<file path="src/hdl/downward_level_meter_ballistics_assert.svh">
// ----------------------------------------------------------------------------
// Assertion macros for the downward level meter ballistics block
// Clocked on clk_i and disabled while rst_ni is low.
// ----------------------------------------------------------------------------
`ifndef DOWNWARD_LEVEL_METER_BALLISTICS_ASSERT_SVH
`define DOWNWARD_LEVEL_METER_BALLISTICS_ASSERT_SVH

// Check a consequence in the same cycle as its cause
`define DLMB_ASSERT_NOW(lbl, ante, cons, msg) \
  lbl: assert property (@(posedge clk_i) disable iff (!rst_ni) (ante) |-> (cons)) \
    else $error(msg);

// Check a consequence in the cycle after its cause
`define DLMB_ASSERT_NEXT(lbl, ante, cons, msg) \
  lbl: assert property (@(posedge clk_i) disable iff (!rst_ni) (ante) |=> (cons)) \
    else $error(msg);

`endif

</file>
<file path="src/hdl/dlmb_pkg.sv">
// ----------------------------------------------------------------------------
// dlmb_pkg
// Shared types and constants of the downward level meter ballistics block.
// ----------------------------------------------------------------------------
package dlmb_pkg;

  localparam int LEVEL_W    = 16;
  localparam int DECAY_W    = 12;
  localparam int COEFF_W    = 16;
  localparam int CFG_IDX_W  = 2;
  localparam int CFG_DATA_W = 16;
  localparam int PROD_W     = LEVEL_W + COEFF_W;

  // Register indexes of the configuration port
  localparam logic [CFG_IDX_W-1:0] REG_UPPER = 2'd0;
  localparam logic [CFG_IDX_W-1:0] REG_DECAY = 2'd1;
  localparam logic [CFG_IDX_W-1:0] REG_COEFF = 2'd2;

  // Register reset values
  localparam logic signed [LEVEL_W-1:0] UPPER_RST = 16'sd0;
  localparam logic [DECAY_W-1:0]        DECAY_RST = 12'd51;
  localparam logic [COEFF_W-1:0]        COEFF_RST = 16'd13107;

  // Rounding offset for the Q16.16 smoothing product
  localparam logic [PROD_W-1:0] ROUND_HALF = 32'h0000_8000;

  typedef enum logic [2:0] {
    ST_CLEAR,
    ST_IDLE,
    ST_RING,
    ST_SCAN,
    ST_TAIL,
    ST_MULT,
    ST_UPDATE
  } state_e;

  // Commands from the controller to the datapath
  typedef struct packed {
    logic ring_rd;       // read the delay ring and capture the level
    logic tick_update;   // update trackers, write ring and window slot
    logic slot_clear_wr; // clear the window slot at the sweep counter
    logic cnt_clr;       // restart the sweep counter
    logic cnt_inc;       // advance the sweep counter
    logic scan_rd;       // read the window slot at the sweep counter
    logic acc_clr;       // restart the window minimum search
    logic mult;          // form the smoothing product
    logic load_out;      // commit window level and load the result
  } dp_cmd_t;

  // Status from the datapath to the controller
  typedef struct packed {
    logic reload;        // upper value written this cycle
    logic cnt_last;      // sweep counter at the last slot
  } dp_status_t;

endpackage

</file>
<file path="src/hdl/dlmb_ctrl.sv">
// ----------------------------------------------------------------------------
// dlmb_ctrl
// Sequencer for one meter tick: ring read, tracker update, window sweep,
// smoothing multiply and result hand-off; also runs the slot clearing sweep.
// ----------------------------------------------------------------------------
module dlmb_ctrl (
  input  logic                 clk_i,
  input  logic                 rst_ni,
  input  logic                 in_valid_i,
  output logic                 in_ready_o,
  output logic                 out_valid_o,
  input  logic                 out_ready_i,
  input  dlmb_pkg::dp_status_t status_i,
  output dlmb_pkg::dp_cmd_t    cmd_o
);
  import dlmb_pkg::*;

  state_e state_q, state_d;
  logic   out_valid_q, out_valid_d;
  logic   out_free;
  logic   in_accept;

  assign out_free  = !out_valid_q || out_ready_i;
  assign in_ready_o = (state_q == ST_IDLE) && !status_i.reload;
  assign in_accept = in_valid_i && in_ready_o;

  // Next state
  always_comb begin
    state_d = state_q;
    case (state_q)
      ST_CLEAR:  if (status_i.cnt_last) state_d = ST_IDLE;
      ST_IDLE:   if (in_accept) state_d = ST_RING;
      ST_RING:   state_d = ST_SCAN;
      ST_SCAN:   if (status_i.cnt_last) state_d = ST_TAIL;
      ST_TAIL:   state_d = ST_MULT;
      ST_MULT:   state_d = ST_UPDATE;
      ST_UPDATE: if (out_free) state_d = ST_IDLE;
      default:   state_d = ST_CLEAR;
    endcase
    // Restart the clearing sweep on a reload
    if (status_i.reload) begin
      state_d = ST_CLEAR;
    end
  end

  // Datapath commands
  always_comb begin
    cmd_o = '0;
    case (state_q)
      ST_CLEAR: begin
        cmd_o.slot_clear_wr = 1'b1;
        cmd_o.cnt_inc       = 1'b1;
      end
      ST_IDLE: begin
        cmd_o.ring_rd = in_accept;
      end
      ST_RING: begin
        cmd_o.tick_update = 1'b1;
        cmd_o.cnt_clr     = 1'b1;
        cmd_o.acc_clr     = 1'b1;
      end
      ST_SCAN: begin
        cmd_o.scan_rd = 1'b1;
        cmd_o.cnt_inc = 1'b1;
      end
      ST_MULT: begin
        cmd_o.mult = 1'b1;
      end
      ST_UPDATE: begin
        cmd_o.load_out = out_free;
      end
      default: begin
        cmd_o = '0;
      end
    endcase
  end

  // Output valid: set on load, drop once the transaction completes
  always_comb begin
    out_valid_d = out_valid_q;
    if (cmd_o.load_out) begin
      out_valid_d = 1'b1;
    end else if (out_ready_i) begin
      out_valid_d = 1'b0;
    end
  end

  always_ff @(posedge clk_i or negedge rst_ni) begin
    if (!rst_ni) begin
      state_q     <= ST_CLEAR;
      out_valid_q <= 1'b0;
    end else begin
      state_q     <= state_d;
      out_valid_q <= out_valid_d;
    end
  end

  assign out_valid_o = out_valid_q;

endmodule

</file>
<file path="config.mk">
export PLATFORM = sky130hd
export DESIGN_NAME = dlmb_ctrl
export DESIGN_NICKNAME = d
export VERILOG_FILES = /design/src/hdl/downward_level_meter_ballistics_assert.svh /design/src/hdl/dlmb_pkg.sv /design/src/hdl/dlmb_ctrl.sv
export SDC_FILE = /design/constraint.sdc
export NUM_CORES = 1
export LEC_CHECK = 0
export ABC_AREA = 0
export BUFFER_PORTS_ARGS = -buffer_cell sky130_fd_sc_hd__buf_2
export CAP_MARGIN = 20
export CORE_AREA = 2 2 39 41
export CTS_BUF_LIST = sky130_fd_sc_hd__clkbuf_4 sky130_fd_sc_hd__clkbuf_8
export DETAILED_ROUTE_END_ITERATION = 12
export DIE_AREA = 0 0 41 43
export PLACE_DENSITY = 0.58
export REMOVE_ABC_BUFFERS = 1
export SLEW_MARGIN = 20
export SYNTH_ARGS = -nofsm -noshare
export SYNTH_HDL_FRONTEND = slang
export SYNTH_SLANG_ARGS = --single-unit
</file>
<file path="constraint.sdc">
create_clock -name clk_i -period 1.3 [get_ports clk_i]
set_clock_uncertainty 0.2 [all_clocks]
set_input_delay 0.195 -clock clk_i [delete_from_list [all_inputs] [get_ports clk_i]]
set_output_delay 0.195 -clock clk_i [all_outputs]
set_load 0.02 [all_outputs]
</file>
; ---- Word level (Yosys, flattened, before mapping)
; Index checks and enable logic that the tools add are counted.
[totals]
output_inout_bits = 11
regBits = 4
word_cells = 36
memories = 0
latchBits = 0
romBits = 0
input_bits = 6
ram_bits = 0
[classes]
add_sub_neg = 0
magnitude_cmp = 0
eq_ne = 10
n_shift = 0
muxes = 15
div_mod_pow = 0
mul = 0
n_reduce_logical = 9
n_bitwise = 0
[op_table]
columns = operator, count
row1 = one-hot mux 3 bit (7 select lines), 1
row2 = two-way mux 3 bit, 5
row3 = "!= test 3 bit, second input constant", 4
row4 = "equality test 3 bit, second input constant", 3
row5 = two-way mux 1 bit, 9
row6 = "equality test 3 x 2 -> 1 bit, second input constant", 2
row7 = AND reduction 4 bit, 1
row8 = "equality test 3 x 1 -> 1 bit, second input constant", 1
row9 = zero test 3 bit, 1
row10 = logical AND 1 bit, 2
row11 = zero test 1 bit, 2
row12 = nonzero test 2 bit, 1
row13 = OR reduction 2 bit, 1
row14 = logical OR 1 bit, 1

; ---- Logic depth before layout (Yosys ltp)
; Gate-level depths: netlist of run 1.
[logic_depth]
word_depth = 6
ltp_mapped = 4
ltp_nobuf = 3

; ---- Worst setup path after synthesis of run 1
; No wires, ideal clock.
[synth_path]
path_kind = flip-flop to output port
from = register state_q[1]
to = output port cmd_o[5] (netlist bit)
path_stages_with_launch = 5
required_time_ps = 905
path_slack_ps = -483
arrival_time_ps = 1388
cell_sequence = dfrtp_1 buf_2 inv_2 nor3_1 buf_4
[synth_lines]
columns = item, line
row1 = "start, declared", dlmb_ctrl.sv:18  ; state_e state_q, state_d;
row2 = "start signal, assigned", dlmb_ctrl.sv:93  ; state_q <= state_d;
row3 = "end, declared", dlmb_ctrl.sv:14  ; output dlmb_pkg::dp_cmd_t cmd_o

==> results of run 1 <==
[registers in the layout, indices dropped and copies added, names as in the netlist]
signal,flops
state_q,3
out_valid_o,1
[stage by stage]
step | instances | power (mW) | hold WS [ns] | setup TNS (ns) | instance area [µm²]
finish | 79 | 0.4968 | 0.01490 | -2.684 | 544.3
floorplan | 34 | 0.2363 | -0.3006 | -3.719 | 290.3
detailed placement | 73 | 0.3070 | -0.1966 | -0.9126 | 442.9
global route | 79 | 0.5351 | 0.009286 | -3.456 | 544.3
CTS | 79 | 0.4911 | 0.01213 | -2.831 | 523.0
global placement | 73 | 0.3067 | -0.1940 | -0.7906 | 442.9
[power groups by stage]
stage	clock [mW]	combinational, mW	sequential, mW
2_1_floorplan	0	0.0851	0.151
3_3_place_gp	0	0.161	0.146
3_5_place_dp	0	0.161	0.146
4_1_cts	0.156	0.190	0.145
5_1_grt	0.170	0.216	0.149
6_report	0.149	0.200	0.148
[routing by layer]
layer / track usage / vias up / share of wire / routed length, µm
met5: 0 / - / 0 / 0
met2: 0.1438 / 8 / 0.49 / 398
met4: 0.04000 / 0 / 0 / 0
li1: - / 179 / - / -
met1: 0.1466 / 158 / 0.46 / 375
met3: 0.07853 / 0 / 0.054 / 44
[final cells by class]
type / count / share of cell area
inverter: 2 / 0.01379
sequential: 4 / 0.1885
tap: 16 / 0.03678
multi-input combinational: 28 / 0.3678
clock buffer: 3 / 0.04138
timing repair buffer: 26 / 0.3517
[Yosys cell counts (2+ instances only)]
cell type,instances,area (µm²)
nor2b_1,2,12.51
a21oi_1,2,10.01
nor3_1,4,20.02
dfrtp_1,4,100.1
nand2_1,3,11.26
nor2_1,2,7.510
nand2b_1,2,12.51
buf_4,4,30.03
[critical path: stages, from the launching register on]
cell	delay [ns]
dfrtp_1	0.38
nor2b_4	0.14
and2_4	0.15
or2_1	0.21
buf_6	0.13
[repair_timing]
action / 4_1_cts / 5_1_grt
endpoints found under the setup margin: 11 / 13
buffers inserted: 1 / 1
resized for setup: 11 / 7
hold buffers: 2 / 0
pin swaps: 2 / 0
endpoints found under the hold margin: 5 / 0
[logic make-up after synthesis]
kind of cell,after synthesis
simple gates,19
compound gates,9
flops,4
buf+inv,8
[final timing paths]
path	start	endpoint	slack [ns]
max in group asynchronous	rst_ni	state_q[2]	0.67
max reg2reg	state_q[1]	state_q[2]	0.03
max	state_q[0]	cmd_o[4]	-0.33
min reg2reg	state_q[0]	out_valid_o	0.41
min in group asynchronous	rst_ni	out_valid_o	0.10
min	status_i[1]	state_q[0]	0.01
==> results.md, run 1 <==
- Layout Utilization: 0.3933
- Comb power frac: 0.403
- Seq. cell area: 102.6 µm²
- MaxCap Viol Count: 0
- CTS Buf Count: 3
- Worst EP required: 0.90 ns
- First-pass DRT Iterations: 3
- Number of global-route vias before repair: 308
- Wirelength per Cell: 10.35 µm
- Synth Flop Type: dfrtp_1
- Simple-gate area share of the yosys netlist: 0.3457
- RSZ-0062 raised after global routing: true
- CTS tree: built
- Clk_lat worst skew: 0.23 ns
- Hold Vio Cnt, Final: 0
- Critical path class: flip-flop to output port
- First-pass GRT wire length: 1304 µm
- Initial antenna violation count: 0
- Root buf cell: clkbuf_4
- Worst-path fanout max: 3
- Share of layout cells above drive strength 1: 0.5873
- Main combinational cell family by area after synthesis: simple AND/OR/NAND/NOR gates
- Detailed-route wire length: 818 µm
- Crit path arrival time: 1.24 ns
- Sw Pwr: 0.1560 mW
- Pin count of the biggest net entering global routing: 12
- Switching Fraction: 0.3140
- Power per cell area: 912.8 mW/mm²
- Core area: 0.001384 mm²
- Compound-gate portion of the synthesized area: 0.1970
- # IOs: 17
- Die width: 41 µm
- Sequential Power Share: 0.298
- Nets@finish: 71
- Seq/Total Area, Yosys: 0.2974
- Routed Antenna Nets: 0
- Htree depth: 1
- Internal power: 0.3408 mW
- Slew Limit Fails: 0
- Clk pwr share: 0.299
- Die area: 0.001763 mm²
- Post-Synth Adder-Cell Area: 0
- Cells after synthesis: 40
- Worst-margin pin slew: 0.2414 ns
- Worst slew margin: 0.8387
- #FFs+latches synth: 4
- Fill count: 138
- Worst Hold Class: input pin to flip-flop
- Synthesized area: 336.6 µm²
- Final period util: 1.257
- Pleak: 0.2653 nW
- Starting density of the core: 0.2432
- Cell Rows: 14
- Hold-critical path depth: 2
- GRT Util Overall: 0.1129
- Clk slew on worst S/H paths: 0.03 ns
- Synth Area in XOR/XNOR: 0
- Clock Tree Buf Depth: 2
- Min Tclk post-route: 1.635 ns
- Final Wtd Congestion: 0.7394
- Most frequent cells in the layout: buf_4, buf_2, nand2_1, clkbuf_4, buf_6
- Setup WS pre-CTS: -0.1565 ns
- Syn Area/Cell: 8.414 µm²
- CP endpoint kind: output port
- Final setup fails: 10
- Startpoint types: flip-flop
- Commonest non-fill, non-tap cell in the layout: buf_4
- Fmax: 0.6118 GHz
- Maximum vdd drop: 658.2 µV
- CTS sink cnt: 4
- Setup ws final: -0.3346 ns
- Via count: 345
- Depth of the most critical reg-to-reg path: 4
- Outcome: finished with violations
- Mux contribution to synthesized area: 0
- Synth cell types: 25
- Failing checks: setup timing
- N_diodes: 0
- IO buf count: 16
- Syn. warnings: 0
- Initial DRC Count: 10
- Remaining Overflow, GRT: 0
- Detailed Place HPWL: 600 µm
- Avg Vias per Cell: 4.367
- DIE HEIGHT: 43 µm
- Footprint of the multi-input gates: 200.2 µm²
- Layout area overhead: 61.71%
- EDFF count, synth: 0
- Fraction of registers with async set/reset: 1.000
- # DRC: 0
(Power assumes the default switching activity.)
==> run 2, diff against run 1 <==
--- a/config.mk
+++ b/config.mk
@@ -12,6 +12,7 @@
 export CTS_BUF_LIST = sky130_fd_sc_hd__clkbuf_4 sky130_fd_sc_hd__clkbuf_8
 export DETAILED_ROUTE_END_ITERATION = 12
 export DIE_AREA = 0 0 41 43
+export GPL_TIMING_DRIVEN = 0
 export PLACE_DENSITY = 0.58
 export REMOVE_ABC_BUFFERS = 1
 export SLEW_MARGIN = 20
==> results.md, run 2 (synthesized netlist as in run 1, its figures left out) <==
- Detailed-route wire length: 879 µm (was 818 µm)
- Routed Antenna Nets: 0 (unchanged)
- Layout area overhead: 69.52% (was 61.71%)
- Outcome: finished with violations (unchanged)
- Die width: 41 µm (unchanged)
- Worst-path fanout max: 5 (was 3)
- Setup Total Neg Slack: -3.475 ns (was -2.684 ns)
- RSZ-0062 raised after global routing: true (unchanged)
- Register bank with the most flops: state_q (unchanged)
- Final hold slack: 0.02547 ns (was 0.01490 ns)
- Worst Hold Class: input pin to flip-flop (unchanged)
- Most frequent cells in the layout: buf_2, buf_4, buf_6 (was buf_4, buf_2, nand2_1, clkbuf_4, buf_6)
- CTS tree: built (unchanged)
- Final Wtd Congestion: 0.7049 (was 0.7394)
- Avg Vias per Cell: 4.595 (was 4.367)
- Startpoint types: flip-flop (unchanged)
- Clk slew on worst S/H paths: 0.04 ns (was 0.03 ns)
- # IOs: 17 (unchanged)
- Number of global-route vias before repair: 354 (was 308)
- Final period util: 1.294 (was 1.257)
- Critical path class: flip-flop to output port (unchanged)
- Clk_lat worst skew: 0.23 ns (about the same)
- Root buf cell: clkbuf_4 (unchanged)
- Setup ws final: -0.3827 ns (was -0.3346 ns)
- Clock Tree Buf Depth: 2 (unchanged)
- Layout Utilization: 0.4123 (was 0.3933)
- Maximum vdd drop: 765.8 µV (was 658.2 µV)
- Final setup fails: 13 (was 10)
- Min Tclk post-route: 1.683 ns (was 1.635 ns)
- First-pass DRT Iterations: 4 (was 3)
- Via count: 363 (was 345)
- IO buf count: 16 (unchanged)
- Initial DRC Count: 7 (was 10)
- Starting density of the core: 0.2432 (unchanged)
- Core area: 0.001384 mm² (unchanged)
- Remaining Overflow, GRT: 0 (unchanged)
- Worst-margin pin slew: 0.2568 ns (was 0.2414 ns)
- Detailed Place HPWL: 541 µm (was 600 µm)
- CTS Buf Count: 3 (unchanged)
- Hold Vio Cnt, Final: 0 (unchanged)
- Nets@finish: 71 (unchanged)
- Max incr delay on CP: 0.43 ns (was 0.38 ns)
- Die area: 0.001763 mm² (unchanged)
- Pin count of the biggest net entering global routing: 13 (was 12)
- Share of layout cells above drive strength 1: 0.6508 (was 0.5873)
- Worst slew margin: 0.8284 (was 0.8387)
- Crit path arrival time: 1.29 ns (was 1.24 ns)
- Wirelength per Cell: 11.13 µm (was 10.35 µm)
- # DRC: 0 (unchanged)
- CP max-delay cell: dfrtp_2 (was dfrtp_1)
- Htree depth: 1 (unchanged)
- DIE HEIGHT: 43 µm (unchanged)
- Cell Rows: 14 (unchanged)
- Initial antenna violation count: 0 (unchanged)
- Power per cell area: 904.5 mW/mm² (was 912.8 mW/mm²)
- CTS sink cnt: 4 (unchanged)
- Max FFs per register: 3 (unchanged)
- Failing checks: setup timing (unchanged)
- MaxCap Viol Count: 0 (unchanged)
- Worst EP required: 0.90 ns (about the same)
- CP endpoint kind: output port (unchanged)
- Top delay family on crit path: simple AND/OR/NAND/NOR gates (unchanged)
- N_diodes: 0 (unchanged)
- Cells along the critical path: nor2b_4 -> and2_4 -> or2_1 -> buf_6 (unchanged)
- Buf/Inv on CP: 1 (unchanged)
- GRT Util Overall: 0.1186 (was 0.1129)
- Pleak: 0.2732 nW (was 0.2653 nW)
- First-pass GRT wire length: 1421 µm (was 1304 µm)
- Fill count: 148 (was 138)
- Fmax: 0.5943 GHz (was 0.6118 GHz)
- Slew Limit Fails: 0 (unchanged)
==> run 2: cell counts in the layout (fill, tap and decap cells not counted) <==
No cell type changed its count.
==> run 2: power breakdown <==
group	total, mW	switching [mW]	internal (mW)	leakage [nW]
sequential	0.152	0.0182	0.134	0.0497
combinational	0.213	0.102	0.111	0.210
clock	0.151	0.0475	0.103	0.0138
==> run 2: cell type report <==
class                           count  area, µm²  share of cell area
Sequential cell                     4      103.9              0.1820
Timing Repair Buffer               26      200.2              0.3509
Inverter                            2      7.507             0.01316
Clock buffer                        3      22.52             0.03947
Tap cell                           16      20.02             0.03509
Multi-Input combinational cell     28      216.5              0.3794
==> run 2: timing repair <==
item,CTS,global route
setup endpoints to repair,12,13
hold endpoints to repair,5,0
hold buffers,2,0
resized for setup,11,12
pin swaps,4,2
buffers inserted,6,2
==> run 2: path summary, 6_finish.rpt <==
| path | startpoint | to | slack, ns | depth (start not counted) |
|---|---|---|---|---|
| worst max register to register | state_q[0] | state_q[1] | -0.09 | 4 |
| worst max-delay path | state_q[0] | cmd_o[4] | -0.38 | 4 |
| min in group asynchronous | rst_ni | out_valid_o | 0.10 | 2 |
| worst min register to register | state_q[0] | state_q[1] | 0.44 | 3 |
| worst min-delay path | status_i[1] | state_q[0] | 0.03 | 2 |
| max in group asynchronous | rst_ni | state_q[0] | 0.67 | 2 |
==> run 2: per-stage QoR <==
stage	std cells	area, µm²	worst slack [ns]	total power [mW]
after global placement	66	390.4	-0.2698	0.2812
final	79	570.5	-0.3827	0.5161
after detailed placement	66	390.4	-0.2754	0.2826
after CTS	77	511.7	-0.3829	0.4909
after global routing	79	570.5	-0.4263	0.5539
after floorplan	34	290.3	-0.8914	0.2363
==> run 2: metal layers <==
layer	share of wire	vias up	GRT usage	routed length, µm
met2	0.53	8	0.1844	468
met5	0	-	0	0
li1	-	182	-	-
met4	0	0	0	0
met3	0.050	0	0.07853	44
met1	0.42	173	0.1419	366
